`config.mk`:
```
export PLATFORM = sky130hd
export DESIGN_NAME = dtfb_cfg
export DESIGN_NICKNAME = d
export VERILOG_FILES = /design/src/rtl/dtfb_pkg.sv /design/src/rtl/dtfb_cfg.sv
export SDC_FILE = /design/constraint.sdc
export NUM_CORES = 1
export LEC_CHECK = 0
export BUFFER_PORTS_ARGS = -buffer_cell sky130_fd_sc_hd__buf_2
export CORE_ASPECT_RATIO = 1.5
export CORE_MARGIN = 4
export CORE_UTILIZATION = 42
export CTS_BUF_LIST = sky130_fd_sc_hd__clkbuf_16
export CTS_CLUSTER_SIZE = 25
export DETAILED_ROUTE_END_ITERATION = 8
export GPL_TIMING_DRIVEN = 0
export PLACE_DENSITY = 0.76
export SLEW_MARGIN = 20
export SYNTH_ARGS = -nofsm -noshare
export SYNTH_HDL_FRONTEND = slang
export SYNTH_SLANG_ARGS = --single-unit
```
`constraint.sdc`:
```
create_clock -name clk -period 1.1 [get_ports clk]
set_input_delay 0.165 -clock clk [delete_from_list [all_inputs] [get_ports clk]]
set_output_delay 0.165 -clock clk [all_outputs]
set_load 0.02 [all_outputs]
```
`src/rtl/dtfb_pkg.sv`:
```
// ----------------------------------------------------------------------------
// dtfb_pkg
// Shared types and constants of the DDS tuning frame builder.
// ----------------------------------------------------------------------------
package dtfb_pkg;

  localparam int FREQ_W          = 32;
  localparam int PHASE_IN_W      = 8;
  localparam int PHASE_W         = 5;
  localparam int BYTE_W          = 8;
  localparam int STATUS_W        = 2;
  localparam int FRAME_BYTES     = 5;
  localparam int IDX_W           = $clog2(FRAME_BYTES);
  localparam int DIV_STEPS       = 2 * FREQ_W;
  localparam int STEPS_PER_STAGE = 4;
  localparam int DIV_STAGES      = DIV_STEPS / STEPS_PER_STAGE;

  localparam int APB_ADDR_W = 3;
  localparam int APB_DATA_W = 32;

  localparam logic [PHASE_IN_W-1:0] PHASE_MAX = PHASE_IN_W'(31);
  localparam logic [IDX_W-1:0]      LAST_IDX  = IDX_W'(FRAME_BYTES - 1);

  localparam logic [FREQ_W-1:0] SYSCLK_RESET = FREQ_W'(125000000);
  localparam logic              LATCH_PIN_RESET = 1'b1;

  // Register index, taken from paddr bit 2.
  localparam logic REG_SYSCLK = 1'b0;
  localparam logic REG_LATCH  = 1'b1;

  localparam logic [STATUS_W-1:0] STATUS_OK       = 2'd0;
  localparam logic [STATUS_W-1:0] STATUS_PHASE    = 2'd1;
  localparam logic [STATUS_W-1:0] STATUS_NO_LATCH = 2'd2;

  typedef struct packed {
    logic [FREQ_W-1:0] sysclk_hz;
    logic              latch_pin_present;
  } cfg_t;

  // One item in flight through the divider.
  typedef struct packed {
    logic [FREQ_W-1:0]  freq;     // dividend bits still to be shifted in
    logic [FREQ_W-1:0]  rem;      // partial remainder
    logic [FREQ_W-1:0]  quot;     // low quotient bits so far
    logic [PHASE_W-1:0] phase;
    logic               pd_flag;
    logic               latch_request;
    logic               phase_err;
  } div_data_t;

endpackage

```
`src/rtl/dtfb_cfg.sv`:
```
// ----------------------------------------------------------------------------
// dtfb_cfg
// APB register file holding the reference clock and the latch pin flag.
// ----------------------------------------------------------------------------
module dtfb_cfg (
  input  logic                           clk,
  input  logic                           rst,
  input  logic                           psel,
  input  logic                           penable,
  input  logic                           pwrite,
  input  logic [dtfb_pkg::APB_ADDR_W-1:0] paddr,
  input  logic [dtfb_pkg::APB_DATA_W-1:0] pwdata,
  output logic [dtfb_pkg::APB_DATA_W-1:0] prdata,
  output logic                           pready,
  output dtfb_pkg::cfg_t                 cfg
);
  import dtfb_pkg::*;

  logic wr_en;

  assign pready = 1'b1;
  assign wr_en  = psel && penable && pwrite && pready;

  always_ff @(posedge clk) begin
    if (rst) begin
      cfg.sysclk_hz         <= SYSCLK_RESET;
      cfg.latch_pin_present <= LATCH_PIN_RESET;
    end else if (wr_en) begin
      if (paddr[2] == REG_SYSCLK) begin
        cfg.sysclk_hz <= pwdata[FREQ_W-1:0];
      end else begin
        cfg.latch_pin_present <= pwdata[0];
      end
    end
  end

  always_comb begin
    if (paddr[2] == REG_LATCH) begin
      prdata = {{(APB_DATA_W-1){1'b0}}, cfg.latch_pin_present};
    end else begin
      prdata = APB_DATA_W'(cfg.sysclk_hz);
    end
  end

endmodule

```
# Word level (Yosys, flattened, before mapping)
# Cells that the tools add are included.
# totals
reg_bits,33
in_bits,40
# classes
muxes,1
bitwise_logic,1
reduce_logical,4
# ops
cell,count
$mux 32,1
$reduce_and 2->1,2
$logic_and 1x1->1,2
$not 1->1,1

# Longest topological paths before layout
# depth
depth_word,3
depth_mapped,4
depth_no_buf,2

# Least setup slack after synthesis
# No wires, ideal clock.
# synth_timing
path_type,reg2out
from,reg cfg[11] (netlist bit)
to,out prdata[10] (netlist bit)
arrival_ns,0.806
slack_ns,0.129
path_stages_with_launch,2
n_path_buf,0
path_cell_list,dfxtp_1 nor2b_1
# synth_via
elab_chain_len,1
# synth_lines
element,line,text
start: declaration,dtfb_cfg.sv:15,output dtfb_pkg::cfg_t cfg
$mux 32,dtfb_cfg.sv:38,if (paddr[2] == REG_LATCH) begin
end: declaration,dtfb_cfg.sv:13,"output logic [dtfb_pkg::APB_DATA_W-1:0] prdata,"
# No other way between the ends.

# Final worst setup path
# layout_timing
from,reg cfg[1] (netlist bit)
to,out prdata[0] (netlist bit)
# Same word-level chain as after synthesis.

==> flow_metrics.tcl <==
set metrics [dict create \
    p_leak_nw 1.15 \
    synth_cells 182 \
    outcome "finished with violations" \
    max_stage_delay_ns 0.32 \
    fp.dieArea_um2 5090 \
    highest_layer "met4" \
    critPathKind "flop to output port" \
    dr.pass1.iters 4 \
    numCtsBuffers 5 \
    cts_tree "yes" \
    rsz0062_at_grt "true" \
    syn-num-nets 222 \
    area_growth_pct 51.6 \
    start_util 0.448 \
    reg2reg_slack_ns 0.36 \
    slew_violations 0 \
    violations "negative setup slack" \
    fmax_mhz 864 \
    port_buffers 101 \
    gp_congestion 0.706 \
    synth_area_um2 1680 \
    drc 0 \
    yosysWarnings 0 \
    grt_overflow 0 \
    synthTopCellsByArea "dfxtp_1, mux2i_1, nand2b_1" \
    rr_worst_depth 3 \
    clk_latency_ns 0.27 \
    grt.total_usage 0.178 \
    ys_types 15 \
    min_period_over_period 1.05 \
    finalHoldViolCount 0 \
    antenna_found_initial 0 \
    drive_gt1_frac 0.531 \
    synth_top_cell_by_area "dfxtp_1" \
    synth-seq-area-share 0.393 \
    regMostFlops "cfg" \
    setup_tns_ns -0.0579 \
    path_delay_family "flip-flops" \
    wl_per_cell_um 14.0 \
    p_per_area_nw_per_um2 1170 \
    hp-class "primary input to flop" \
    largest_reg_flops 33 \
    clk_pin_slew_ns 0.05 \
    die_h_um 85.4 \
    coreArea_um2 3750 \
    vias 1562 \
    grt_max_degree 11 \
    wl_met3_um 321 \
    setup-violations-final 1 \
    final_antenna_net_count 0 \
    met1_length_um 1700 \
    first_global_vias 1505 \
    wirelength_um 4700 \
    route.met2.wl_um 2580 \
    worstReg2RegEnd "cfg[0]" \
    max_cap_violations 0 \
    final_util 0.679 \
    crit_chain "mux2_4, buf_6" \
    hp-start "pwdata[13]" \
    end_kind "output port" \
    most-common-layout-cells "buf_2, nand2b_1, mux2i_1" \
    dpl_worst_slack_ns -0.0954 \
    critPathBufInv 1 \
    timing.final.ws_setup_ns -0.0579 \
    crit_slowest_cell "dfxtp_2" \
    hold_path_depth 3 \
    num_rows 27 \
    crit_path_start_kind "flop" \
    reg2reg_from "cfg[0]" \
    worst_ir_drop_vdd_mv 0.867 \
    final_nets 332 \
    drt_iter0_drc 45 \
    io_pins 106 \
    diodes 0 \
    cts_hold_buf 0 \
    syn_avg_cell_area_um2 9.23 \
    final_cell_count_no_fill 335 \
    min_to "cfg[14]" \
    ys_seq_elements 33 \
    layout_commonest_cell "buf_2" \
    htreeDepth 2 \
    period_needed_ns 1.16 \
    worstPathMaxFanout 2 \
    dp_hpwl_um 3440 \
    p_total_mw 2.97 \
    dp_cells 326 \
    worstPathArrival_ns 0.99 \
    die_w_um 59.6 \
    cts_root_buffer "clkbuf_16" \
    top_regs "cfg x33" \
    via_per_inst 4.66 \
    path_depth 2 \
    clk_path_buf_depth 2 \
    grt_pass1_wl_um 6940 \
    fin_worst_skew_ns 0 \
    required_ns 0.94 \
    clock-sinks 33 \
    synth_top_area_share 0.393 \
]
-- cell families (layout without fill, tap and decap cells) --
logic type | count (synthesis) | in the layout | share of synthesized area
and+or+nand+nor | 99 | 99 | 0.331
muxes | 34 | 34 | 0.203
DFF | 33 | 33 | 0.393
buffers and inverters | 15 | 125 | 0.0700
other | 1 | 1 | 0.00223
-- where the power goes --
part | switching [mW] | internal [mW]
clock network | 0.456 | 0.807
logic | 0.246 | 0.219
registers | 0.0182 | 1.23
total | 0.720 | 2.25
-- per-stage QoR --
stage	cell area (um2)	hold WS [ns]
2_1_floorplan	1680	0.320
3_3_place_gp	2240	0.418
3_5_place_dp	2240	0.429
4_1_cts	2400	0.146
5_1_grt	2550	0.150
6_report	2550	0.140
-- repair_timing --
item	CTS	global route
buffers inserted	2	0
resized for setup	8	66
endpoints found under the setup margin	31	30
-- area by class of cell --
cell class	instances	area [um2]
buffer	15	121
clock buffer	5	125
clock inverter	2	7.51
fill	313	1200
multi-input combinational	134	942
sequential	33	689
tap	43	53.8
timing repair buffer	103	607
-- worst min-delay path: stages --
cell and delay [ns]:
buf_2 0.09, nand2b_1 0.05, mux2i_1 0.06
-- worst max-delay path by stage --
stage | start | to | slack, ns
after floorplan | cfg[11] | prdata[10] | 0.13
after global placement | paddr[2] | prdata[8] | -0.08
after detailed placement | paddr[2] | prdata[8] | -0.1
after CTS | cfg[0] | prdata[0] | -0.05
after global routing | cfg[1] | prdata[0] | -0.06
final | cfg[1] | prdata[0] | -0.06
-- routing by layer --
metal  vias to the layer above  global-route usage
met4                         0              0.0887
met2                        56               0.317
met1                       702               0.189
li1                        795                   -
met3                         9              0.0411
met5                         -                   0
-- cells in the mapped netlist (all sizes together) --
cell,instances
nand4,1
nand2b,38
nor2b,30
mux2i,33
mux2,1
buf,6
clkbuf,9
and4b,1
dfxtp,33
nor2,28
and2b,1
conb,1
Note: power is estimated with default switching activity, not from simulation.
