**config.mk**
```make
export PLATFORM = sky130hd
export DESIGN_NAME = dtfb_div_stage
export DESIGN_NICKNAME = d
export VERILOG_FILES = /design/src/rtl/dtfb_pkg.sv /design/src/rtl/dtfb_div_stage.sv
export SDC_FILE = /design/constraint.sdc
export NUM_CORES = 1
export LEC_CHECK = 0
export BUFFER_PORTS_ARGS = -buffer_cell sky130_fd_sc_hd__buf_2
export CORE_AREA = 2 2 147 149
export DETAILED_ROUTE_END_ITERATION = 6
export DIE_AREA = 0 0 149 151
export GPL_ROUTABILITY_DRIVEN = 0
export GPL_TIMING_DRIVEN = 1
export PLACE_DENSITY = 0.84
export SLEW_MARGIN = 25
export SYNTH_ARGS = -nofsm -noshare
export SYNTH_HDL_FRONTEND = slang
export SYNTH_SLANG_ARGS = --single-unit
```
**constraint.sdc**
```tcl
create_clock -name clk -period 18.5 [get_ports clk]
set_clock_uncertainty 0.15 [all_clocks]
set_input_delay 3.7 -clock clk [delete_from_list [all_inputs] [get_ports clk]]
set_output_delay 3.7 -clock clk [all_outputs]
set_load 0.01 [all_outputs]
```
**src/rtl/dtfb_pkg.sv**
```systemverilog
// ----------------------------------------------------------------------------
// dtfb_pkg
// Shared types and constants of the DDS tuning frame builder.
// ----------------------------------------------------------------------------
package dtfb_pkg;

  localparam int FREQ_W          = 32;
  localparam int PHASE_IN_W      = 8;
  localparam int PHASE_W         = 5;
  localparam int BYTE_W          = 8;
  localparam int STATUS_W        = 2;
  localparam int FRAME_BYTES     = 5;
  localparam int IDX_W           = $clog2(FRAME_BYTES);
  localparam int DIV_STEPS       = 2 * FREQ_W;
  localparam int STEPS_PER_STAGE = 4;
  localparam int DIV_STAGES      = DIV_STEPS / STEPS_PER_STAGE;

  localparam int APB_ADDR_W = 3;
  localparam int APB_DATA_W = 32;

  localparam logic [PHASE_IN_W-1:0] PHASE_MAX = PHASE_IN_W'(31);
  localparam logic [IDX_W-1:0]      LAST_IDX  = IDX_W'(FRAME_BYTES - 1);

  localparam logic [FREQ_W-1:0] SYSCLK_RESET = FREQ_W'(125000000);
  localparam logic              LATCH_PIN_RESET = 1'b1;

  // Register index, taken from paddr bit 2.
  localparam logic REG_SYSCLK = 1'b0;
  localparam logic REG_LATCH  = 1'b1;

  localparam logic [STATUS_W-1:0] STATUS_OK       = 2'd0;
  localparam logic [STATUS_W-1:0] STATUS_PHASE    = 2'd1;
  localparam logic [STATUS_W-1:0] STATUS_NO_LATCH = 2'd2;

  typedef struct packed {
    logic [FREQ_W-1:0] sysclk_hz;
    logic              latch_pin_present;
  } cfg_t;

  // One item in flight through the divider.
  typedef struct packed {
    logic [FREQ_W-1:0]  freq;     // dividend bits still to be shifted in
    logic [FREQ_W-1:0]  rem;      // partial remainder
    logic [FREQ_W-1:0]  quot;     // low quotient bits so far
    logic [PHASE_W-1:0] phase;
    logic               pd_flag;
    logic               latch_request;
    logic               phase_err;
  } div_data_t;

endpackage

```
**src/rtl/dtfb_div_stage.sv**
```systemverilog
// ----------------------------------------------------------------------------
// dtfb_div_stage
// One register stage of the restoring divider: STEPS_PER_STAGE shift/subtract steps.
// ----------------------------------------------------------------------------
module dtfb_div_stage (
  input  logic                         clk,
  input  logic                         rst,
  input  logic                         en,
  input  logic [dtfb_pkg::FREQ_W-1:0]  sysclk_hz,
  input  logic                         in_valid,
  input  dtfb_pkg::div_data_t          in_data,
  output logic                         out_valid,
  output dtfb_pkg::div_data_t          out_data
);
  import dtfb_pkg::*;

  div_data_t         chain [STEPS_PER_STAGE+1];
  logic [FREQ_W:0]   trial [STEPS_PER_STAGE];
  logic              ge    [STEPS_PER_STAGE];
  logic [FREQ_W:0]   divisor;

  assign divisor = {1'b0, sysclk_hz};

  // The remainder stays below the divisor, so the trial value fits in one
  // extra bit. A zero divisor makes every quotient bit one, which is the
  // saturated tuning word.
  always_comb begin
    chain[0] = in_data;
    for (int i = 0; i < STEPS_PER_STAGE; i++) begin
      trial[i]          = {chain[i].rem, chain[i].freq[FREQ_W-1]};
      ge[i]             = (trial[i] >= divisor);
      chain[i+1]        = chain[i];
      chain[i+1].rem    = ge[i] ? FREQ_W'(trial[i] - divisor) : trial[i][FREQ_W-1:0];
      chain[i+1].freq   = {chain[i].freq[FREQ_W-2:0], 1'b0};
      chain[i+1].quot   = {chain[i].quot[FREQ_W-2:0], ge[i]};
    end
  end

  always_ff @(posedge clk) begin
    if (rst) begin
      out_valid <= 1'b0;
    end else if (en) begin
      out_valid <= in_valid;
    end
  end

  always_ff @(posedge clk) begin
    if (en) begin
      out_data <= chain[STEPS_PER_STAGE];
    end
  end

endmodule

```
* Word-level counts from Yosys, hierarchy flattened
Cells that the tools add are included.
Word-level totals: bits in latches 0, bits in registers 101, ROM bits 0, RAM bits 0, logic and storage cells 20, memories kept 0, bits of input ports 140
Operators by class: reduce and logical (&&, ||, !) cells 0, multiply operators 0, div/mod/pow operators 0, bitwise operators 0, shift operators 0, muxes and demuxes 4, order comparisons 4, add/sub/neg operators 4, equality and inequality tests 0
Operator list (number):
- 33-bit by 32-bit greater-or-equal comparator with 1-bit output | 4
- 32-bit two-way mux | 4
- 32-bit subtractor | 4

* Logic depth before layout (Yosys ltp)
depth after elaboration 8, mapped depth 59, depth with buffers taken out 50

* Worst setup path before layout
No wires, ideal clock.
path kind input to register, start input sysclk_hz[22] (netlist name), end register out_data[55] (netlist name) (data pin), library setup time 0.261 ns, path buffers 8, arrival time 14.273 ns, path slack 3.816 ns, required time 18.089 ns, stages 54, cell sequence inv_1 ha_1 buf_2 nand4_1 nor4_1 a41oi_1 a21boi_1 a211oi_2 and2_1 buf_6 inv_2 clkbuf_1 mux2_2 ha_1 clkbuf_1 nand3_1 or2_0 or3_1 [18 not listed] buf_2 inv_4 buf_2 a21oi_1 ha_1 nor2b_1 o21ai_0 a21oi_1 o41a_1 a31oi_1 a21oi_1 o22a_1 o21bai_1 a21oi_1 a21o_4 inv_4 buf_6 a221o_1
RTL lines:
- start, declared | RTL line dtfb_div_stage.sv:9 | input logic [dtfb_pkg::FREQ_W-1:0] sysclk_hz,
- end signal, assigned | RTL line dtfb_div_stage.sv:49 | out_data <= chain[STEPS_PER_STAGE];
- end, declared | RTL line dtfb_div_stage.sv:13 | output dtfb_pkg::div_data_t out_data

==> impl_metrics.prom <==
# TYPE chip_impl_metric gauge
chip_impl_metric{name="design.final.nets",unit=""} 1768
chip_impl_metric{name="worstPathMaxFanout",unit=""} 49
chip_impl_metric{name="clock_sinks",unit=""} 101
chip_impl_metric{name="overall_via_count_from_detail_route",unit=""} 11000
chip_impl_metric{name="fp.dieArea",unit="µm²"} 22500
chip_impl_metric{name="post_synth_instance_area",unit="µm²"} 11400
chip_impl_metric{name="drt_wl_total",unit="mm"} 32.4
chip_impl_metric{name="timing.final.setup_violations",unit=""} 0
chip_impl_metric{name="groute.usage.overall",unit=""} 0.277
chip_impl_metric{name="wire_per_inst",unit="µm"} 18.2
chip_impl_info{name="ys_top_cells_by_area",value="edfxtp_1, ha_1, a21oi_1, xnor2_1, mux2_2"} 1
chip_impl_info{name="rsz0062_at_grt",value="false"} 1
chip_impl_metric{name="syn-mean-instance-area",unit="µm²"} 8.89
chip_impl_metric{name="path_clk_slew",unit="ps"} 70
chip_impl_metric{name="finalCriticalPeriod",unit="ps"} 16770
chip_impl_metric{name="worst-slew-pin-transition",unit="ps"} 806
chip_impl_info{name="run_status",value="finished clean"} 1
chip_impl_metric{name="rows",unit=""} 53
chip_impl_metric{name="layout.core_utilization",unit=""} 0.625
chip_impl_info{name="layout.cells.most_common_list",value="buf_2, a21oi_1, ha_1"} 1
chip_impl_info{name="mostFrequentLayoutCell",value="buf_2"} 1
chip_impl_metric{name="detail_route.first_pass.iterations",unit=""} 7
chip_impl_info{name="cts_tree",value="yes"} 1
chip_impl_metric{name="finalWorstSetupSlack",unit="ps"} 1730
chip_impl_metric{name="max_transition_viols_final",unit=""} 0
chip_impl_metric{name="yosys.cell_types.count",unit=""} 84
chip_impl_metric{name="maximum_clock_frequency",unit="MHz"} 59.6
chip_impl_metric{name="layout-area-overhead-vs-synth",unit="%"} 14.7
chip_impl_metric{name="cts_max_path_buffers",unit=""} 2
chip_impl_metric{name="synth.yosys.warnings",unit=""} 0
chip_impl_metric{name="buffer_ports.inserted",unit=""} 236
chip_impl_metric{name="dieWidth",unit="µm"} 149
chip_impl_metric{name="synth_enable_flop_cells",unit=""} 100
chip_impl_metric{name="num_antenna_cells",unit=""} 0
chip_impl_metric{name="fp.dieH",unit="µm"} 151
chip_impl_info{name="critPathLaunchType",value="primary input"} 1
chip_impl_metric{name="grt_start_max_net_pins",unit=""} 58
chip_impl_info{name="worstSetupEndpointType",value="flip-flop"} 1
chip_impl_metric{name="flops_latches_synth",unit=""} 101
chip_impl_metric{name="power_density",unit="nW/µm²"} 211
chip_impl_metric{name="htree_levels",unit=""} 3
chip_impl_metric{name="fraction_of_synthesis_flops_using_an_asynchronous_set_or_reset_pin",unit=""} 0
chip_impl_info{name="cts-root-buf",value="clkbuf_16"} 1
chip_impl_metric{name="hold_violations",unit=""} 0
chip_impl_metric{name="power.ir.vdd_worst",unit="µV"} 104
chip_impl_metric{name="ios",unit=""} 245
chip_impl_info{name="worst_setup_path_type",value="in -> reg"} 1
chip_impl_metric{name="cp_slowest_stage_delay",unit="ps"} 660
chip_impl_metric{name="grt_antenna_before_repair",unit=""} 0
chip_impl_metric{name="drt_first_iter_violations",unit=""} 931
chip_impl_metric{name="netlist_instances",unit=""} 1278
chip_impl_info{name="critical-path-slowest-cell",value="inv_2"} 1
chip_impl_info{name="ys.flop_type",value="edfxtp_1"} 1
chip_impl_metric{name="power.static_leakage",unit="nW"} 5.85
chip_impl_metric{name="synth_seq_area_share",unit=""} 0.266
chip_impl_metric{name="clk-insertion-delay-late",unit="ps"} 340
chip_impl_metric{name="worst_ep_required_time",unit="ps"} 18540
chip_impl_metric{name="post_route_cells_drive_above_1_share",unit=""} 0.217
chip_impl_metric{name="post_cts.resized_instances",unit=""} 0
chip_impl_metric{name="dp.final_hpwl",unit="mm"} 26.1
chip_impl_metric{name="postCtsSetupBuffers",unit=""} 0
chip_impl_metric{name="grt_pass1_wl",unit="mm"} 49.8
chip_impl_metric{name="final_min_period_over_clock_period",unit=""} 0.907
chip_impl_metric{name="globalRouteOverflowTotal",unit=""} 0
chip_impl_metric{name="cts-hold-fix-buffers",unit=""} 0
chip_impl_metric{name="place_ws",unit="ps"} 1600
chip_impl_metric{name="floorplan.initialDensity",unit=""} 0.545
chip_impl_metric{name="fin_setup_tns",unit="ps"} 0
chip_impl_metric{name="routed_via_density",unit=""} 6.17
chip_impl_metric{name="max-cap-violations",unit=""} 0
chip_impl_metric{name="grt_pass1_vias",unit=""} 10100
chip_impl_info{name="hold_path_class",value="reg -> reg"} 1
chip_impl_metric{name="timing.slew.headroom",unit=""} 0.462
chip_impl_info{name="post-synth-top-area-cell",value="edfxtp_1"} 1
chip_impl_metric{name="ant_nets",unit=""} 0
chip_impl_metric{name="endpoint_arrival_time_on_the_critical_path",unit="ps"} 16820
chip_impl_metric{name="post-synth-top-area-fraction",unit=""} 0.264
chip_impl_metric{name="core-area",unit="µm²"} 20800
chip_impl_metric{name="drt_drc_violations_left",unit=""} 0
chip_impl_metric{name="tritoncts.num_buffers",unit=""} 9
==> state kept, by name (all words and copies together) (netlist names) <==
signal and cells:
out_data 100, out_valid 1
==> final cells by class <==
class / instances / area, µm²
Clock buffer: 9 / 225
Multi-Input combinational cell: 1068 / 7860
Clock inverter: 7 / 62.6
Inverter: 74 / 283
Fill cell: 1766 / 7800
Tap cell: 275 / 344
Sequential cell: 101 / 3020
Timing Repair Buffer: 242 / 1230
==> synth_stat cells (5+ instances only) <==
cell type and number:
a211o_1 7, a211oi_1 13, a21o_1 54, a21oi_1 137
a221o_1 29, a221oi_1 8, a31oi_1 10, and2_1 28
and3_1 10, and4_1 6, buf_2 13, buf_4 6
clkbuf_1 15, edfxtp_1 100, ha_1 128, inv_1 70
mux2_2 40, mux2i_1 17, nand2_1 86, nand2b_1 15
nand3_1 31, nand4_1 17, nor2_1 87, nor2b_1 12
nor3_1 17, nor4_1 5, o211ai_1 6, o21a_1 18
o21ai_0 66, o21ai_1 7, o21bai_1 18, o31ai_1 12
or3_1 7, xnor2_1 73, xor2_1 32
==> final timing paths <==
check	from	end	slack, ps	cells after the start
max	sysclk_hz[22]	out_data[71]	1730	49
min	out_valid	out_valid	350	2
max reg2reg	out_valid	out_valid	17780	2
min reg2reg	out_valid	out_valid	350	2
==> worst max-delay path, delay by kind of cell <==
family / cells / cell delay (ps)
buffers and inverters: 8 / 2110
AOI/OAI and AO/OA: 24 / 5630
and+or+nand+nor: 12 / 3340
muxes: 1 / 440
adders and majority gates: 4 / 1490
==> per-layer routing <==
metal | vias to the layer above | wire (µm) | track usage
li1 | 5253 | - | -
met1 | 5027 | 13500 | 0.358
met2 | 600 | 14600 | 0.467
met3 | 85 | 3170 | 0.0449
met4 | 0 | 1030 | 0.107
met5 | - | 0 | 0
==> where the power goes <==
group          internal [mW]  switching, mW
combinational          0.962           1.21
clock                 0.0946         0.0857
sequential             0.380         0.0105
==> metrics by stage <==
| stage | hold WS (ps) | cells | instance area [µm²] | power, mW |
|---|---|---|---|---|
| floorplan | 378 | 1281 | 11400 | 2.06 |
| global placement | 321 | 1760 | 12700 | 2.45 |
| detailed placement | 334 | 1760 | 12700 | 2.51 |
| CTS | 350 | 1776 | 13000 | 2.70 |
| global route | 410 | 1776 | 13000 | 2.95 |
| finish | 345 | 1776 | 13000 | 2.75 |
==> kinds of logic (layout without fill, tap and decap cells) <==
group	count (synthesis)	in the layout	synth area share
buf+inv	112	332	0.0429
compound gates	432	432	0.260
flops	101	101	0.266
mux	58	58	0.0560
fa+ha+maj	132	132	0.148
simple gates	337	337	0.146
xor+xnor	105	105	0.0810
other cells	1	4	0.000330
No activity file was read; power rests on OpenSTA's default activity.
