### config.mk
export PLATFORM = sky130hd
export DESIGN_NAME = dtfb_serializer_flat
export DESIGN_NICKNAME = d
export VERILOG_FILES = /design/src/rtl/dtfb_pkg.sv /design/src/rtl/dtfb_if.sv /design/src/rtl/dtfb_serializer.sv /design/src/flat_wrapper.sv
export SDC_FILE = /design/constraint.sdc
export NUM_CORES = 1
export LEC_CHECK = 0
export ABC_AREA = 1
export BUFFER_PORTS_ARGS = -buffer_cell sky130_fd_sc_hd__clkbuf_2
export CORE_ASPECT_RATIO = 1.5
export CORE_MARGIN = 2
export CORE_UTILIZATION = 38
export DETAILED_ROUTE_END_ITERATION = 16
export GPL_TIMING_DRIVEN = 0
export PLACE_DENSITY = 0.85
export SETUP_SLACK_MARGIN = 0.5
export SYNTH_ARGS = -nofsm -noshare
export SYNTH_HDL_FRONTEND = slang
export SYNTH_SLANG_ARGS = --single-unit
### constraint.sdc
create_clock -name clk -period 2.61 [get_ports clk]
set_clock_uncertainty 0.15 [all_clocks]
set_input_delay 0.3915 -clock clk [delete_from_list [all_inputs] [get_ports clk]]
set_output_delay 0.3915 -clock clk [all_outputs]
set_load 0.03 [all_outputs]
### src/rtl/dtfb_pkg.sv
// ----------------------------------------------------------------------------
// dtfb_pkg
// Shared types and constants of the DDS tuning frame builder.
// ----------------------------------------------------------------------------
package dtfb_pkg;

  localparam int FREQ_W          = 32;
  localparam int PHASE_IN_W      = 8;
  localparam int PHASE_W         = 5;
  localparam int BYTE_W          = 8;
  localparam int STATUS_W        = 2;
  localparam int FRAME_BYTES     = 5;
  localparam int IDX_W           = $clog2(FRAME_BYTES);
  localparam int DIV_STEPS       = 2 * FREQ_W;
  localparam int STEPS_PER_STAGE = 4;
  localparam int DIV_STAGES      = DIV_STEPS / STEPS_PER_STAGE;

  localparam int APB_ADDR_W = 3;
  localparam int APB_DATA_W = 32;

  localparam logic [PHASE_IN_W-1:0] PHASE_MAX = PHASE_IN_W'(31);
  localparam logic [IDX_W-1:0]      LAST_IDX  = IDX_W'(FRAME_BYTES - 1);

  localparam logic [FREQ_W-1:0] SYSCLK_RESET = FREQ_W'(125000000);
  localparam logic              LATCH_PIN_RESET = 1'b1;

  // Register index, taken from paddr bit 2.
  localparam logic REG_SYSCLK = 1'b0;
  localparam logic REG_LATCH  = 1'b1;

  localparam logic [STATUS_W-1:0] STATUS_OK       = 2'd0;
  localparam logic [STATUS_W-1:0] STATUS_PHASE    = 2'd1;
  localparam logic [STATUS_W-1:0] STATUS_NO_LATCH = 2'd2;

  typedef struct packed {
    logic [FREQ_W-1:0] sysclk_hz;
    logic              latch_pin_present;
  } cfg_t;

  // One item in flight through the divider.
  typedef struct packed {
    logic [FREQ_W-1:0]  freq;     // dividend bits still to be shifted in
    logic [FREQ_W-1:0]  rem;      // partial remainder
    logic [FREQ_W-1:0]  quot;     // low quotient bits so far
    logic [PHASE_W-1:0] phase;
    logic               pd_flag;
    logic               latch_request;
    logic               phase_err;
  } div_data_t;

endpackage

### src/rtl/dtfb_if.sv


interface dtfb_out_if;
  import dtfb_pkg::*;

  logic                valid;
  logic                ready;
  logic [BYTE_W-1:0]   frame_byte;
  logic                last_byte;
  logic                pulse_latch;
  logic [STATUS_W-1:0] status;

  modport source (output valid, frame_byte, last_byte, pulse_latch, status,
                  input ready);
  modport sink   (input valid, frame_byte, last_byte, pulse_latch, status,
                  output ready);
endinterface

### src/rtl/dtfb_serializer.sv
// ----------------------------------------------------------------------------
// dtfb_serializer
// Holds one finished item and sends it out as frame bytes, or as a single
// error item when the phase code was out of range.
// ----------------------------------------------------------------------------
module dtfb_serializer (
  input  logic                clk,
  input  logic                rst,
  input  logic                latch_pin_present,
  input  logic                in_valid,
  input  dtfb_pkg::div_data_t in_data,
  output logic                in_ready,
  dtfb_out_if.source          out
);
  import dtfb_pkg::*;

  logic               busy;
  logic [IDX_W-1:0]   idx;
  logic [FREQ_W-1:0]  ftw;
  logic [BYTE_W-1:0]  ctrl_byte;
  logic               latch_req;
  logic               phase_err;
  logic               is_last;
  logic               take;
  logic               load;

  assign is_last  = phase_err || (idx == LAST_IDX);
  assign take     = out.valid && out.ready;
  assign in_ready = !busy || (out.ready && is_last);
  assign load     = in_valid && in_ready;

  always_ff @(posedge clk) begin
    if (rst) begin
      busy <= 1'b0;
      idx  <= '0;
    end else if (load) begin
      busy <= 1'b1;
      idx  <= '0;
    end else if (take) begin
      if (is_last) begin
        busy <= 1'b0;
      end else begin
        idx <= idx + IDX_W'(1);
      end
    end
  end

  always_ff @(posedge clk) begin
    if (load) begin
      ftw       <= in_data.quot;
      ctrl_byte <= {in_data.phase, in_data.pd_flag, 2'b00};
      latch_req <= in_data.latch_request;
      phase_err <= in_data.phase_err;
    end
  end

  assign out.valid     = busy;
  assign out.last_byte = is_last;

  always_comb begin
    if (phase_err) begin
      out.frame_byte = '0;
    end else if (idx == LAST_IDX) begin
      out.frame_byte = ctrl_byte;
    end else begin
      out.frame_byte = ftw[{idx[1:0], 3'b000} +: BYTE_W];
    end
  end

  always_comb begin
    out.pulse_latch = 1'b0;
    out.status      = STATUS_OK;
    if (phase_err) begin
      out.status = STATUS_PHASE;
    end else if (is_last && latch_req) begin
      if (latch_pin_present) begin
        out.pulse_latch = 1'b1;
      end else begin
        out.status = STATUS_NO_LATCH;
      end
    end
  end

endmodule

### src/flat_wrapper.sv
// flat-port wrapper written by rule: the top's interface ports become plain ports
module dtfb_serializer_flat import dtfb_pkg::*;
  (clk, rst, latch_pin_present, in_valid, in_data, in_ready, out_valid, out_frame_byte, out_last_byte, out_pulse_latch, out_status, out_ready);
  dtfb_out_if out_i ();
  input  logic clk;
  input  logic rst;
  input  logic latch_pin_present;
  input  logic in_valid;
  input  dtfb_pkg::div_data_t in_data;
  output logic in_ready;
  output wire logic [$bits(out_i.valid)-1:0] out_valid;
  output wire logic [$bits(out_i.frame_byte)-1:0] out_frame_byte;
  output wire logic [$bits(out_i.last_byte)-1:0] out_last_byte;
  output wire logic [$bits(out_i.pulse_latch)-1:0] out_pulse_latch;
  output wire logic [$bits(out_i.status)-1:0] out_status;
  input wire logic [$bits(out_i.ready)-1:0] out_ready;
  assign out_valid = out_i.valid;
  assign out_frame_byte = out_i.frame_byte;
  assign out_last_byte = out_i.last_byte;
  assign out_pulse_latch = out_i.pulse_latch;
  assign out_status = out_i.status;
  assign out_i.ready = out_ready;
  dtfb_serializer u_core (.clk(clk), .rst(rst), .latch_pin_present(latch_pin_present), .in_valid(in_valid), .in_data(in_data), .in_ready(in_ready), .out(out_i));
endmodule
-- After elaboration in Yosys (flattened, before gate mapping)
Index checks and enable logic that the tools add are counted.
- register bits: 44
- add/sub/neg operators: 1
- eq/ne operators: 1
- reductions and logical operators: 12
- mux-type cells: 11
- shifts and indexed selects: 1
- bitwise operators: 1
- operator list (cell ; number):
    32-bit by 6-bit variable part select with 8-bit output ; 1
    8-bit two-way mux ; 2
    1-bit two-way mux ; 6
    2-bit two-way mux ; 3
    1-bit logical AND ; 4
    2-bit AND reduction ; 2
    2-bit nonzero test ; 2
    3-bit by 1-bit adder with 3-bit output, second input constant ; 1
    3-bit == test, second input constant ; 1
    1-bit logical OR ; 2
    2-bit OR reduction ; 1
    1-bit zero test ; 1
    1-bit NOT ; 1

-- Longest topological paths before layout
Gate-level depths: netlist of the first run.
- depth after elaboration: 7
- gate-level depth with buffers: 11
- gate-level depth less buffers: 9

-- Least setup slack after synthesis of the first run
OpenSTA, ideal clock, no wires.
- kind: flip-flop to flip-flop
- start: register u_core.idx[0]
- end: register u_core.ctrl_byte[2], enable pin
- required time: 2.065 ns
- stages on the path, launching flop included: 11
- arrival: 2.107 ns
- path slack: -0.041 ns
- cells stage by stage: dfxtp_1 buf_6 inv_4 buf_6 ha_1 nand2_2 nand2_4 nand2_4 nand2_4 nand2_4 inv_1
- longest elaborated chain between the ends: 5
- ends and longest elaborated chain (what ; line ; RTL):
    start: declaration ; dtfb_serializer.sv:18 ; logic [IDX_W-1:0] idx;
    start signal: assignment ; dtfb_serializer.sv:43 ; idx <= idx + IDX_W'(1);
    3-bit == test ; dtfb_serializer.sv:27 ; assign is_last = phase_err || (idx == LAST_IDX);
    1-bit logical OR ; dtfb_serializer.sv:27 ;
    named net out_last_byte ; flat_wrapper.sv:13 ; output wire logic [$bits(out_i.last_byte)-1:0] out_last_byte;
    1-bit logical AND ; dtfb_serializer.sv:29 ; assign in_ready = !busy || (out.ready && is_last);
    1-bit logical OR ; dtfb_serializer.sv:29 ;
    named net in_ready ; flat_wrapper.sv:10 ; output logic in_ready;
    1-bit logical AND ; dtfb_serializer.sv:30 ; assign load = in_valid && in_ready;
    named net u_core.load ; dtfb_serializer.sv:25 ; logic load;
    end signal: assignment ; dtfb_serializer.sv:51 ; ctrl_byte <= {in_data.phase, in_data.pd_flag, 2'b00};
    end: declaration ; dtfb_serializer.sv:20 ; logic [BYTE_W-1:0] ctrl_byte;
The timed path passes the listed nets, and every way through them passes these cells.
A chain may end at the register's enable or synchronous reset.

-- Final worst setup path of the first run
- start: register u_core.idx[0]
- end: output out_frame_byte[3]
- longest elaborated chain between the ends: 3
- elaborated cells on any way between the ends: 4
- ends and longest elaborated chain (what ; line ; RTL):
    32-bit by 6-bit variable part select with 8-bit output / 3-bit == test (equally long branches) ; dtfb_serializer.sv:66, dtfb_serializer.sv:63 ;
    8-bit two-way mux * ; dtfb_serializer.sv:63 ; end else if (idx == LAST_IDX) begin
    8-bit two-way mux * ; dtfb_serializer.sv:61 ; if (phase_err) begin
    end: declaration ; flat_wrapper.sv:12 ; output wire logic [$bits(out_i.frame_byte)-1:0] out_frame_byte;
Every way passes the cells marked *; elsewhere a longest branch is shown, timed or not.

==> results of run 1 <==
cell type report:
class | count | area [µm²]
clock buffers | 6 | 72.6
repair buffers | 71 | 534
well taps | 66 | 82.6
repair inverters | 5 | 35.0
fillers | 415 | 1990
multi-input cells | 114 | 634
clock inverters | 2 | 35.0
plain buffers | 6 | 75.1
flip-flops and latches | 44 | 1280
inverters | 14 | 68.8
flip-flops by register name (all words and copies together) (netlist names):
register          flops
u_core.phase_err      1
u_core.idx            3
u_core.latch_req      1
u_core.ctrl_byte      6
u_core.out.valid      1
u_core.ftw           32
layer usage:
metal | up-vias | share of wire
li1 | 745 | -
met1 | 734 | 0.33
met2 | 50 | 0.58
met3 | 12 | 0.047
met4 | 0 | 0.041
met5 | - | 0
final timing paths:
path | depth (start not counted) | slack, ns | endpoint
max | 11 | 0.36 | out_frame_byte[3]
min | 1 | 0.12 | u_core.ftw[23]$_DFFE_PP_
min reg2reg | 3 | 0.54 | u_core.out.valid$_SDFFE_PP0P_
max reg2reg | 11 | 0.56 | u_core.ftw[25]$_DFFE_PP_
report_power, final:
part	leakage (nW)	total, W	internal, W	switching [W]
logic	0.776	0.000207	0.0000882	0.000119
clock network	0.0552	0.000494	0.000284	0.000211
registers	0.418	0.000836	0.000819	0.0000169
total	1.25	0.00154	0.00119	0.000347
worst max-delay path: cells and delay by family (launching register included):
family,cells,cell delay [ns]
fa+ha+maj,1,0.16
buf+inv,6,0.56
flops,1,0.35
simple gates,4,0.34
timing repair:
action / in CTS / in global routing
cloned: 2 / 4
pin swaps: 7 / 8
gates resized for setup: 42 / 38
setup buffers: 8 / 4
endpoints found under the setup margin: 52 / 52
cell families after synthesis:
kind of cell / count (synthesis)
AND/OR/NAND/NOR: 104
buffers and inverters: 20
flip-flops: 44
AO/OA/AOI/OAI: 7
XOR/XNOR: 1
adder cells (fa/ha/maj): 2
per-stage QoR:
step	setup TNS [ns]	hold slack (ns)	utilization	setup WS, ns
after floorplan	0	0.304	-	0.262
after global placement	0	0.394	0.486	0.0498
after detailed placement	-0.502	0.414	0.486	-0.0138
after CTS	0	0.115	0.559	0.374
after global routing	0	0.111	0.586	0.308
final	0	0.122	0.586	0.359
layout by cell type (no fill, tap or decap), types with 3 or more instances in the layout:
master       n
nand2_1     62
clkbuf_2    46
edfxtp_1    40
nor2_1      19
buf_8       12
buf_4        9
buf_6        8
inv_2        7
clkbuf_8     6
clkinvlp_4   5
nand3_1      5
nand2_8      4
nor2_2       4
inv_1        4
nand2_2      3
o21ai_1      3
dfxtp_1      3
==> flow_summary.json, run 1 <==
{
  "outcome": "complete, no violations",
  "firstDrtPassIters": 4,
  "hold_class": "in -> reg",
  "cp_cell_sequence": "buf_6, inv_8, buf_8, ha_4, nand2_8, buf_4, nor2_1, nor2_1, nand2_2, inv_2, buf_8",
  "synthXorXnorAreaFrac": 0.00461,
  "io_buffers": 58,
  "rsz0062_at_grt": "yes",
  "ir_drop_mv": 0.419,
  "regToRegStartpoint": "u_core.idx[0]$_SDFFE_PP0P_",
  "synth_mux_area_frac": 0,
  "grt_max_degree": 21,
  "slowest_stage": "dfxtp_2",
  "cp_max_fo": 6,
  "yosys.area_share.adder": 0.0132,
  "async_flop_share": 0,
  "holdBufCountCts": 0,
  "max_stage_delay_ns": 0.35,
  "synth_area_um2": 1900,
  "io_pins": 123,
  "post-synth-top-area-cell": "edfxtp_1",
  "period_minus_slack_ns": 2.25,
  "slew_headroom": 0.767,
  "cts_sinks": 44,
  "ys_ff_latch": 44,
  "hold_viol": 0,
  "fmax_mhz": 444,
  "grt_overflow": 0,
  "worstMarginPinSlew_ns": 0.350,
  "cts_buffers": 5,
  "fin_crit_sh": 0.863,
  "routed_wl_um": 4490,
  "min-delay-start": "in_data[31]",
  "antenna_cells": 0,
  "placed_area_um2": 2340,
  "root_buffer": "clkbuf_8",
  "arrival_ns": 1.71,
  "num_vias": 1541,
  "cts_tree": "built",
  "synth_cells": 178,
  "clk_pin_slew_ns": 0.08,
  "worstPathRequired_ns": 2.07,
  "die_w_um": 61.8,
  "antenna_found_initial": 0,
  "setup_viol": 0,
  "synth_top_family_by_area": "simple AND/OR/NAND/NOR gates",
  "drive_above_1_share": 0.466,
  "ys_top_cells_by_area": "edfxtp_1 (63%), nand2_1 (13%), nor2_1 (4.7%)",
  "grt-busiest-layer": "met2",
  "coreArea_um2": 4810,
  "use_met2": 0.325,
  "met3_usage": 0.0415,
  "floorplan.initialDensity": 0.395,
  "fp.dieArea_um2": 5600,
  "ant_nets": 0,
  "met1_usage": 0.174,
  "grt_use_total": 0.177,
  "yosys-top-cells-count": "nand2_1 (64), edfxtp_1 (40), nor2_1 (24)",
  "ys_warn_count": 0,
  "grt_first_pass_wirelength_um": 7040,
  "postSynthAreaPerCell_um2": 10.7,
  "drtIter0Drc": 52,
  "stdcell_area_um2": 2820,
  "yosysMostFrequentCell": "nand2_1",
  "clock_latency_ns": 0.29,
  "die_height_um": 90.6,
  "synthSimpleGateAreaFrac": 0.232,
  "slew_violations": 0,
  "p_leak_nw": 1.25,
  "power_density_nw_per_um2": 545,
  "via_per_inst": 4.70,
  "clock_path_buffers": 2,
  "dp_cells": 302,
  "startpoint_type": "flop",
  "critPathKind": "reg -> out",
  "synth_compound_area_frac": 0.0204,
  "routedWlPerCell_um": 13.7,
  "htreeDepth": 2,
  "fin_cells": 328,
  "cp-end-kind": "primary output",
  "syn_to_final_growth_pct": 48.3,
  "synth_nets": 289,
  "gp_congestion": 0.737,
  "num_rows": 31,
  "drc": 0,
  "fin_total_pwr_w": 0.00154,
  "grt_pass1_vias": 1600,
  "drv_cap": 0,
  "fin_nets": 372,
  "startpoint": "u_core.idx[0]$_SDFFE_PP0P_",
  "synthFlopType": "edfxtp_1",
  "synth_cell_types": 21,
  "detailed_place_hpwl_um": 2850,
  "yosys.area.top_type_share": 0.632,
  "synth.yosys.seq_area_share": 0.674,
  "synth-edff-count": 40
}
Note: power is estimated with default switching activity, not from simulation.
==> run 2: changes to the inputs <==
--- a/config.mk
+++ b/config.mk
@@ -7,7 +7,6 @@
 export LEC_CHECK = 0
 export ABC_AREA = 1
 export BUFFER_PORTS_ARGS = -buffer_cell sky130_fd_sc_hd__clkbuf_2
-export CORE_ASPECT_RATIO = 1.5
 export CORE_MARGIN = 2
 export CORE_UTILIZATION = 38
 export DETAILED_ROUTE_END_ITERATION = 16
==> run 2 against run 1 <==
Worst setup slack gained 0.035 ns. Die area shrank 0.20%. Global-route usage shrank 2.1 points.
==> flow_summary.json, run 2 (same netlist as run 1, synthesis figures left out) <==
{
  "m1WireLength_um": 1750,
  "critPathKind": "reg -> out",
  "p_sw_w": 0.000344,
  "internal_power_w": 0.00108,
  "grt_overflow": 0,
  "firstDrtPassIters": 4,
  "floorplan.initialDensity": 0.397,
  "combPwrFrac": 0.139,
  "drc": 0,
  "fin_crit_sh": 0.849,
  "coreArea_um2": 4790,
  "placed_area_um2": 2340,
  "worstMarginPinSlew_ns": 0.309,
  "path_common_cell": "buf_8",
  "via_per_inst": 4.35,
  "cts_tree": "built",
  "crit_family": "buffers and inverters",
  "drtIter0Drc": 80,
  "die_height_um": 74.7,
  "slowest_stage": "dfxtp_2",
  "startpoint_type": "flop",
  "gp_congestion": 0.800,
  "io_buffers": 58,
  "grt_max_degree": 21,
  "dp_cells": 303,
  "max_stage_delay_ns": 0.36,
  "routedWlPerCell_um": 12.6,
  "die_w_um": 74.7,
  "final.setup.tns_ns": 0,
  "worstPathRequired_ns": 2.07,
  "drive_above_1_share": 0.443,
  "routed_wl_um": 4130,
  "root_buffer": "clkbuf_8",
  "cp-end-kind": "primary output",
  "top_layer": "met4",
  "syn_to_final_growth_pct": 46.0,
  "ir_drop_mv": 0.381,
  "io_pins": 123,
  "clock_path_buffers": 2,
  "period_minus_slack_ns": 2.22,
  "hold_viol": 0,
  "fp.dieArea_um2": 5590,
  "fmax_mhz": 451,
  "num_rows": 25,
  "grt_pass1_vias": 1358,
  "slew_violations": 0,
  "final_cell_mix": "nand2_1 (64), clkbuf_2 (46), edfxtp_1 (40), nor2_1 (21), buf_8 (11)",
  "fin_cells": 329,
  "regMostFlops": "u_core.ftw",
  "slew_headroom": 0.794,
  "setup_slack_ns": 0.394,
  "dr_wl_met2_um": 2100,
  "rsz0062_at_grt": "yes",
  "power_density_nw_per_um2": 514,
  "cts_sinks": 44,
  "stdcell_area_um2": 2780,
  "p_leak_nw": 1.24,
  "p_sw_frac": 0.241,
  "cp_cell_sequence": "buf_8, inv_8, buf_8, ha_4, nand2_8, buf_6, nor2_1, nor2_1, nand2_1, inv_2, buf_8",
  "power.share.clock": 0.277,
  "clock_latency_ns": 0.29,
  "cts_buffers": 5,
  "finish.utilization": 0.580,
  "num_vias": 1431,
  "hold_class": "in -> reg",
  "htreeDepth": 2,
  "fin_nets": 372,
  "wl_met3_um": 219,
  "setup_viol": 0,
  "grt_first_pass_wirelength_um": 6140,
  "ant_nets": 0,
  "final_common_cell": "nand2_1",
  "clk_pin_slew_ns": 0.08,
  "drv_cap": 0,
  "antenna_found_initial": 0,
  "arrival_ns": 1.67,
  "grt_use_total": 0.156,
  "reg_top3": "u_core.ftw x32, u_core.ctrl_byte x6, u_core.idx x3",
  "antenna_cells": 0,
  "power_frac_seq": 0.584,
  "largest_reg_flops": 32,
  "path_buf_inv": 6,
  "detailed_place_hpwl_um": 2680,
  "cp_max_fo": 5,
  "outcome": "complete, no violations",
  "dp_slack_ns": -0.0387
}
==> run 2: changes by cell type in the layout (fill, tap and decap cells not counted), sizes merged <==
| cell | delta |
|---|---|
| bufinv | -1 |
| clkbuf | +1 |
| clkinv | +2 |
| buf | -4 |
| clkinvlp | +2 |
==> run 2: worst paths after layout <==
| kind | cells past startpoint | to | start | slack [ns] |
|---|---|---|---|---|
| worst max register to register | 11 | u_core.ftw[26]$_DFFE_PP_ | u_core.idx[0]$_SDFFE_PP0P_ | 0.45 |
| worst min-delay path | 2 | u_core.out.valid$_SDFFE_PP0P_ | rst | 0.12 |
| worst min register to register | 2 | u_core.out.valid$_SDFFE_PP0P_ | u_core.out.valid$_SDFFE_PP0P_ | 0.43 |
| worst max-delay path | 11 | out_frame_byte[3] | u_core.idx[0]$_SDFFE_PP0P_ | 0.39 |
==> run 2: power groups by stage <==
| stage | clock network (W) | registers [W] | logic, W |
|---|---|---|---|
| after floorplan | 0 | 0.000849 | 0.0000924 |
| after global placement | 0 | 0.000849 | 0.000153 |
| after detailed placement | 0 | 0.000850 | 0.000156 |
| after CTS | 0.000406 | 0.000834 | 0.000175 |
| after global routing | 0.000441 | 0.000838 | 0.000218 |
| final | 0.000395 | 0.000834 | 0.000198 |
==> run 2: area by class of cell <==
cell class              count  area [µm²]
fillers                   383        2010
flip-flops and latches     44        1280
multi-input cells         114         601
repair buffers             69         524
well taps                  67        83.8
plain buffers               6        78.8
inverters                  14        71.3
clock buffers               5        68.8
repair inverters            7        52.6
clock inverters             3        13.8
==> run 2: repair_timing <==
action                     4_1_cts  5_1_grt
resized for setup               33       40
cloned                           2        7
pin swaps                        3        8
setup buffers                    5        4
hold endpoints to repair         0        0
hold buffers                     0        0
setup endpoints to repair       52       52
==> run 2: worst register-to-register path: stages (launching register included) <==
cell        delay (ns)
dfxtp_2           0.36
buf_8             0.12
inv_8             0.03
buf_8             0.11
ha_4              0.17
nand2_8           0.09
buf_6             0.13
nand2_8           0.07
nand2_4           0.09
nand2_8           0.06
nand2_4           0.25
clkinvlp_4        0.25
==> run 2: through the flow <==
stage	total power [W]	hold slack (ns)
finish	0.00143	0.120
global placement	0.00100	0.394
CTS	0.00142	0.112
detailed placement	0.00101	0.412
floorplan	0.000941	0.304
global route	0.00150	0.102
==> run 2: per-layer routing <==
layer  vias up  GRT usage
met1       633      0.185
li1        746          -
met3         6     0.0469
met5         -          0
met4         0     0.0774
met2        46      0.258
